$ cat config.mk
export PLATFORM = sky130hd
export DESIGN_NAME = tat_ctrl
export DESIGN_NICKNAME = d
export VERILOG_FILES = /design/src/sv/tat_pkg.sv /design/src/sv/tat_ctrl.sv
export SDC_FILE = /design/constraint.sdc
export NUM_CORES = 1
export LEC_CHECK = 0
export BUFFER_PORTS_ARGS = -buffer_cell sky130_fd_sc_hd__buf_2
export CAP_MARGIN = 20
export CORE_AREA = 2 2 39 41
export CTS_CLUSTER_SIZE = 25
export DETAILED_ROUTE_END_ITERATION = 12
export DIE_AREA = 0 0 41 43
export GPL_TIMING_DRIVEN = 1
export PLACE_DENSITY = 0.53
export SLEW_MARGIN = 10
export SYNTH_ARGS = -nofsm -noshare
export SYNTH_HDL_FRONTEND = slang
export SYNTH_SLANG_ARGS = --single-unit
$ cat constraint.sdc
create_clock -name clock -period 1.13 [get_ports clock]
set_input_delay 0.226 -clock clock [delete_from_list [all_inputs] [get_ports clock]]
set_output_delay 0.226 -clock clock [all_outputs]
set_load 0.05 [all_outputs]
$ cat src/sv/tat_pkg.sv
package tat_pkg;

   localparam int KEY_W  = 12;
   localparam int TIME_W = 32;
   localparam int MIN_W  = 16;

   localparam logic [MIN_W-1:0] MIN_AVOID_RESET = 16'd10000;

   typedef enum logic [1:0] {
      OP_SET    = 2'd0,
      OP_QUERY  = 2'd1,
      OP_REMOVE = 2'd2,
      OP_CLEAR  = 2'd3
   } op_type;

   typedef enum logic [2:0] {
      ST_INIT_WIPE,
      ST_IDLE,
      ST_PREP,
      ST_SCAN,
      ST_WRITE,
      ST_CLEAR,
      ST_RESP
   } state_type;

   typedef struct packed {
      logic start;     // capture the request and restart the sweep
      logic calc;      // form the new expiry time
      logic scan;      // read the table and test the entries
      logic write;     // write the chosen slot
      logic wipe;      // zero the slot under the sweep counter
      logic load_rsp;  // move the result into the output register
   } cmd_type;

   typedef struct packed {
      op_type op;
      logic   negative;
      logic   hit;
      logic   last;
      logic   wipe_last;
      logic   rsp_free;
   } status_type;

endpackage

$ cat src/sv/tat_ctrl.sv
module tat_ctrl (
   input  logic                clock,
   input  logic                reset,
   input  logic                req_valid,
   output logic                req_ready,
   input  tat_pkg::status_type status,
   output tat_pkg::cmd_type    cmd
);
   import tat_pkg::*;

   state_type state_ff;
   state_type state_in;

   always_ff @(posedge clock) begin
      if (reset) begin
         state_ff <= ST_INIT_WIPE;
      end else begin
         state_ff <= state_in;
      end
   end

   always_comb begin
      state_in  = state_ff;
      cmd       = '0;
      req_ready = 1'b0;
      unique case (state_ff)
         ST_INIT_WIPE: begin
            cmd.wipe = 1'b1;
            if (status.wipe_last) begin
               state_in = ST_IDLE;
            end
         end
         ST_IDLE: begin
            req_ready = 1'b1;
            if (req_valid) begin
               cmd.start = 1'b1;
               state_in  = ST_PREP;
            end
         end
         ST_PREP: begin
            cmd.calc = 1'b1;
            priority if (status.op == OP_CLEAR) begin
               state_in = ST_CLEAR;
            end else if (status.op == OP_SET && status.negative) begin
               state_in = ST_RESP;
            end else begin
               state_in = ST_SCAN;
            end
         end
         ST_SCAN: begin
            cmd.scan = 1'b1;
            // A query only reads; a set ends with one write, and a remove writes only when it finds its key.
            priority if (status.hit) begin
               state_in = (status.op == OP_QUERY) ? ST_RESP : ST_WRITE;
            end else if (status.last) begin
               state_in = (status.op == OP_SET) ? ST_WRITE : ST_RESP;
            end
         end
         ST_WRITE: begin
            cmd.write = 1'b1;
            state_in  = ST_RESP;
         end
         ST_CLEAR: begin
            cmd.wipe = 1'b1;
            if (status.wipe_last) begin
               state_in = ST_RESP;
            end
         end
         ST_RESP: begin
            if (status.rsp_free) begin
               cmd.load_rsp = 1'b1;
               state_in     = ST_IDLE;
            end
         end
         default: begin
            state_in = ST_IDLE;
         end
      endcase
   end

endmodule

==> Yosys cells after proc, flatten, opt, wreduce, memory -nomap -nowiden <==
Cells that the tools add are included.
{ "totals": {"register_bits": 3} }
{ "classes": {"n_eq_ne": 13, "mux": 20, "n_reduce_logical": 5} }
{ "op_table": {"columns": ["op", "n"], "rows": [
  ["$mux 3", 8],
  ["$pmux 3 s7", 1],
  ["$eq 3x3->1 const B", 3],
  ["$mux 1", 9],
  ["$ne 2x2->1 const B", 4],
  ["$eq 3x2->1 const B", 2],
  ["$reduce_and 5->1", 1],
  ["$mux 2", 2],
  ["$eq 3x1->1 const B", 1],
  ["$logic_not 3->1", 1],
  ["$ne 3x3->1 const B", 1],
  ["$eq 2x1->1 const B", 1],
  ["$eq 2x2->1 const B", 1],
  ["$logic_not 2->1", 1],
  ["$reduce_or 2->1", 1],
  ["$logic_and 1x1->1", 1]
]} }

==> Logic depth before layout (Yosys ltp) <==
{ "logic_depth": {"ltp_word": 5, "depth_mapped": 5, "mapped_depth_nobuf": 4} }

==> Worst setup path before layout <==
Ideal clock, no wire load.
{ "synth_path": {"kind": "register to output", "startpoint": "register state_ff[2]", "endpoint": "output port cmd[5] (netlist bit)", "arrival_time_ns": 1.806, "required_ns": 0.904, "path_slack_ns": -0.902, "path_stages_with_launch": 5, "path_buffers": 1, "path_cell_list": "dfxtp_1 -> buf_2 -> nand2b_1 -> nor2_1 -> and2_1"} }
{ "synth_lines": {"columns": ["item", "line", "rtl"], "rows": [
  ["start: declaration", "tat_ctrl.sv:11", "state_type state_ff;"],
  ["start signal: assignment", "tat_ctrl.sv:18", "state_ff <= state_in;"],
  ["end: declaration", "tat_ctrl.sv:7", "output tat_pkg::cmd_type cmd"]
]} }

==> impl_metrics.env <==
export IMPL_status="complete, but fails checks"
export IMPL_violations="setup timing"
export IMPL_grt_pass1_wl_microns=1790
export IMPL_syn_num_nets=55
export IMPL_grt_start_max_net_pins=8
export IMPL_holdPathStages=2
export IMPL_die_height_microns=43
export IMPL_path_cells="and2b_2 > nor3_4 > buf_6"
export IMPL_final_setup_worst_slack_ns=-0.261
export IMPL_h_tree_depth=1
export IMPL_vdd_drop_max_mv=0.635
export IMPL_place_gp_congestion=0.841
export IMPL_crit_fanout=6
export IMPL_end_kind="primary output"
export IMPL_setup_viol=10
export IMPL_whs_ns=0.177
export IMPL_fmax_mhz=719
export IMPL_hold_class="in2reg"
export IMPL_drive_above_1_share_pct=67.6
export IMPL_final_antenna_net_count=0
export IMPL_num_antenna_cells=0
export IMPL_reg2reg_slack_ns=-0.22
export IMPL_num_vias=443
export IMPL_finalPower_mw=1.25
export IMPL_cp_data_arrival_time_ns=1.16
export IMPL_routedWlPerCell_microns=12.6
export IMPL_max_cap_violations=0
export IMPL_die_x_microns=41
export IMPL_holdBufCountCts=0
export IMPL_r2r_start="state_ff[2]"
export IMPL_cp_slowest_cell="dfxtp_4"
export IMPL_fin_crit_sh_pct=123
export IMPL_hp_start="reset"
export IMPL_drt_total_wl_microns=1130
export IMPL_clock_tree_buffer_depth=2
export IMPL_yosysSeqAreaShare_pct=18.2
export IMPL_place_ws_ns=-0.189
export IMPL_rows=14
export IMPL_area_growth_synth_to_final_pct=116
export IMPL_finalHoldViolations=0
export IMPL_yosys_register_bits=3
export IMPL_rr_endpoint="state_ff[0]"
export IMPL_dpl_hpwl_microns=783
export IMPL_grt_pass1_vias=453
export IMPL_leakage_nw=0.315
export IMPL_finalNetCount=85
export IMPL_rsz0062_at_grt="yes"
export IMPL_slew_violations=0
export IMPL_max_slew_margin_pct=82.5
export IMPL_syn_cell_area_sq_um=330
export IMPL_yosys_warnings=0
export IMPL_netlist_instances=45
export IMPL_cp_top_family="flip-flops"
export IMPL_top_register="state_ff"
export IMPL_avgSynthCellArea_sq_um=7.34
export IMPL_p_per_area_nw_per_um2=1750
export IMPL_viasPerCell=4.92
export IMPL_io_pins=17
export IMPL_clock_sinks=3
export IMPL_drt_iter0_drc=10
export IMPL_dieArea_sq_um=1760
export IMPL_core_sq_um=1380
export IMPL_max_slew_worst_pin_slew_ns=0.262
export IMPL_ctsRootBufferMaster="clkbuf_4"
export IMPL_antenna_found_initial=0
export IMPL_start_util_pct=23.9
export IMPL_skew_ns=0.00537
export IMPL_io_buffers=16
export IMPL_setup_worst_path_start_class="register"
export IMPL_cp_required_ns=0.90
export IMPL_path_clk_slew_ns=0.04
export IMPL_cts_tree="yes"
export IMPL_worstRegToRegCells=5
export IMPL_critical_path_class="reg2out"
export IMPL_clk_latency_ns=0.24
export IMPL_largest_reg_flops=3
export IMPL_grt_total_usage_pct=15.1
export IMPL_largestRegisters="state_ff: 3 flops"
export IMPL_whs_endpoint="state_ff[2]"
export IMPL_grt_overflow=0
export IMPL_synth_cell_type_count=25
export IMPL_cts_buffers=3
export IMPL_crit_buf_inv=1
export IMPL_fin_crit_ns=1.39
export IMPL_cpPeakStageDelay_ns=0.37
export IMPL_drc=0
export IMPL_first_pass_iters=4
## cell usage after synthesis
cell type | instances | share of area [%]
a21oi_1 | 3 | 4.5
and3b_1 | 1 | 2.7
nand4_1 | 1 | 1.9
mux2i_1 | 2 | 6.1
a211o_1 | 2 | 5.3
a2bb2oi_1 | 1 | 2.7
and2b_1 | 1 | 2.3
o32ai_1 | 1 | 2.7
nor3_1 | 2 | 3.0
dfxtp_1 | 3 | 18
o21ai_0 | 2 | 3.0
a221oi_2 | 1 | 4.5
inv_2 | 1 | 1.1
and3_1 | 1 | 1.9
o22ai_2 | 1 | 3.8
nor3b_1 | 1 | 2.3
o211a_1 | 1 | 3.0
o22ai_1 | 1 | 1.9
inv_1 | 1 | 1.1
buf_6 | 1 | 3.4
and2_1 | 2 | 3.8
nor2_1 | 6 | 6.8
buf_2 | 2 | 3.0
nand2b_1 | 4 | 7.6
nand2_1 | 3 | 3.4
## layout by cell type (no fill, tap or decap), types with 2 or more instances in the layout
cell type,n
a211o_1,2
buf_2,9
nor2_4,4
clkbuf_4,3
buf_4,7
a21oi_1,3
buf_8,4
nand2_1,3
buf_6,7
dfxtp_4,2
nor2_1,2
and2_4,2
nand2b_1,3
## worst max-delay path by stage
stage	from	to	slack, ns	cells after the start
final	state_ff[2]	cmd[1]	-0.26	3
after global routing	state_ff[2]	cmd[1]	-0.30	3
after CTS	state_ff[2]	cmd[1]	-0.26	5
after detailed placement	state_ff[2]	cmd[1]	-0.19	3
after global placement	state_ff[2]	cmd[1]	-0.16	3
after floorplan	state_ff[2]	cmd[5]	-0.26	4
## timing repair
action / in CTS / in global routing
gates resized for setup: 23 / 10
pin swaps: 4 / 6
setup buffers: 1 / 3
endpoints found under the setup margin: 10 / 10
## kinds of logic after synthesis
family | count (synthesis) | share of synthesized area (%)
buffers and inverters | 5 | 8.71
AO/OA/AOI/OAI | 13 | 31.4
AND/OR/NAND/NOR | 22 | 35.6
flip-flops | 3 | 18.2
multiplexers | 2 | 6.06
## final cells by class
cell class,count,area (sq um)
clock buffer,4,26.3
fill,126,672
inverter,2,10.0
multi-input combinational,37,330
sequential,3,68.8
tap,16,20.0
timing repair buffer,28,256
## per-stage QoR
stage	util (%)	cell area, sq um	cells	setup TNS, ns
3_5_place_dp	40.0	553	84	-1.08
3_3_place_gp	40.0	553	84	-0.891
4_1_cts	47.9	663	89	-1.51
5_1_grt	51.4	712	90	-2.25
2_1_floorplan	-	393	45	-0.570
6_report	51.4	712	90	-1.80
## where the power goes
part | switching (mW) | internal (mW) | leakage, nW
Sequential | 0.0502 | 0.138 | 0.0264
Clock | 0.0592 | 0.133 | 0.0150
Combinational | 0.449 | 0.420 | 0.274
## routing by layer
layer	part of all wire, %	wire (microns)	global-route usage [%]
met5	0	0	0
met4	3.7	42	9.33
met3	2.8	32	3.66
met2	57	645	25.9
met1	36	411	15.0
(Power assumes the default switching activity.)
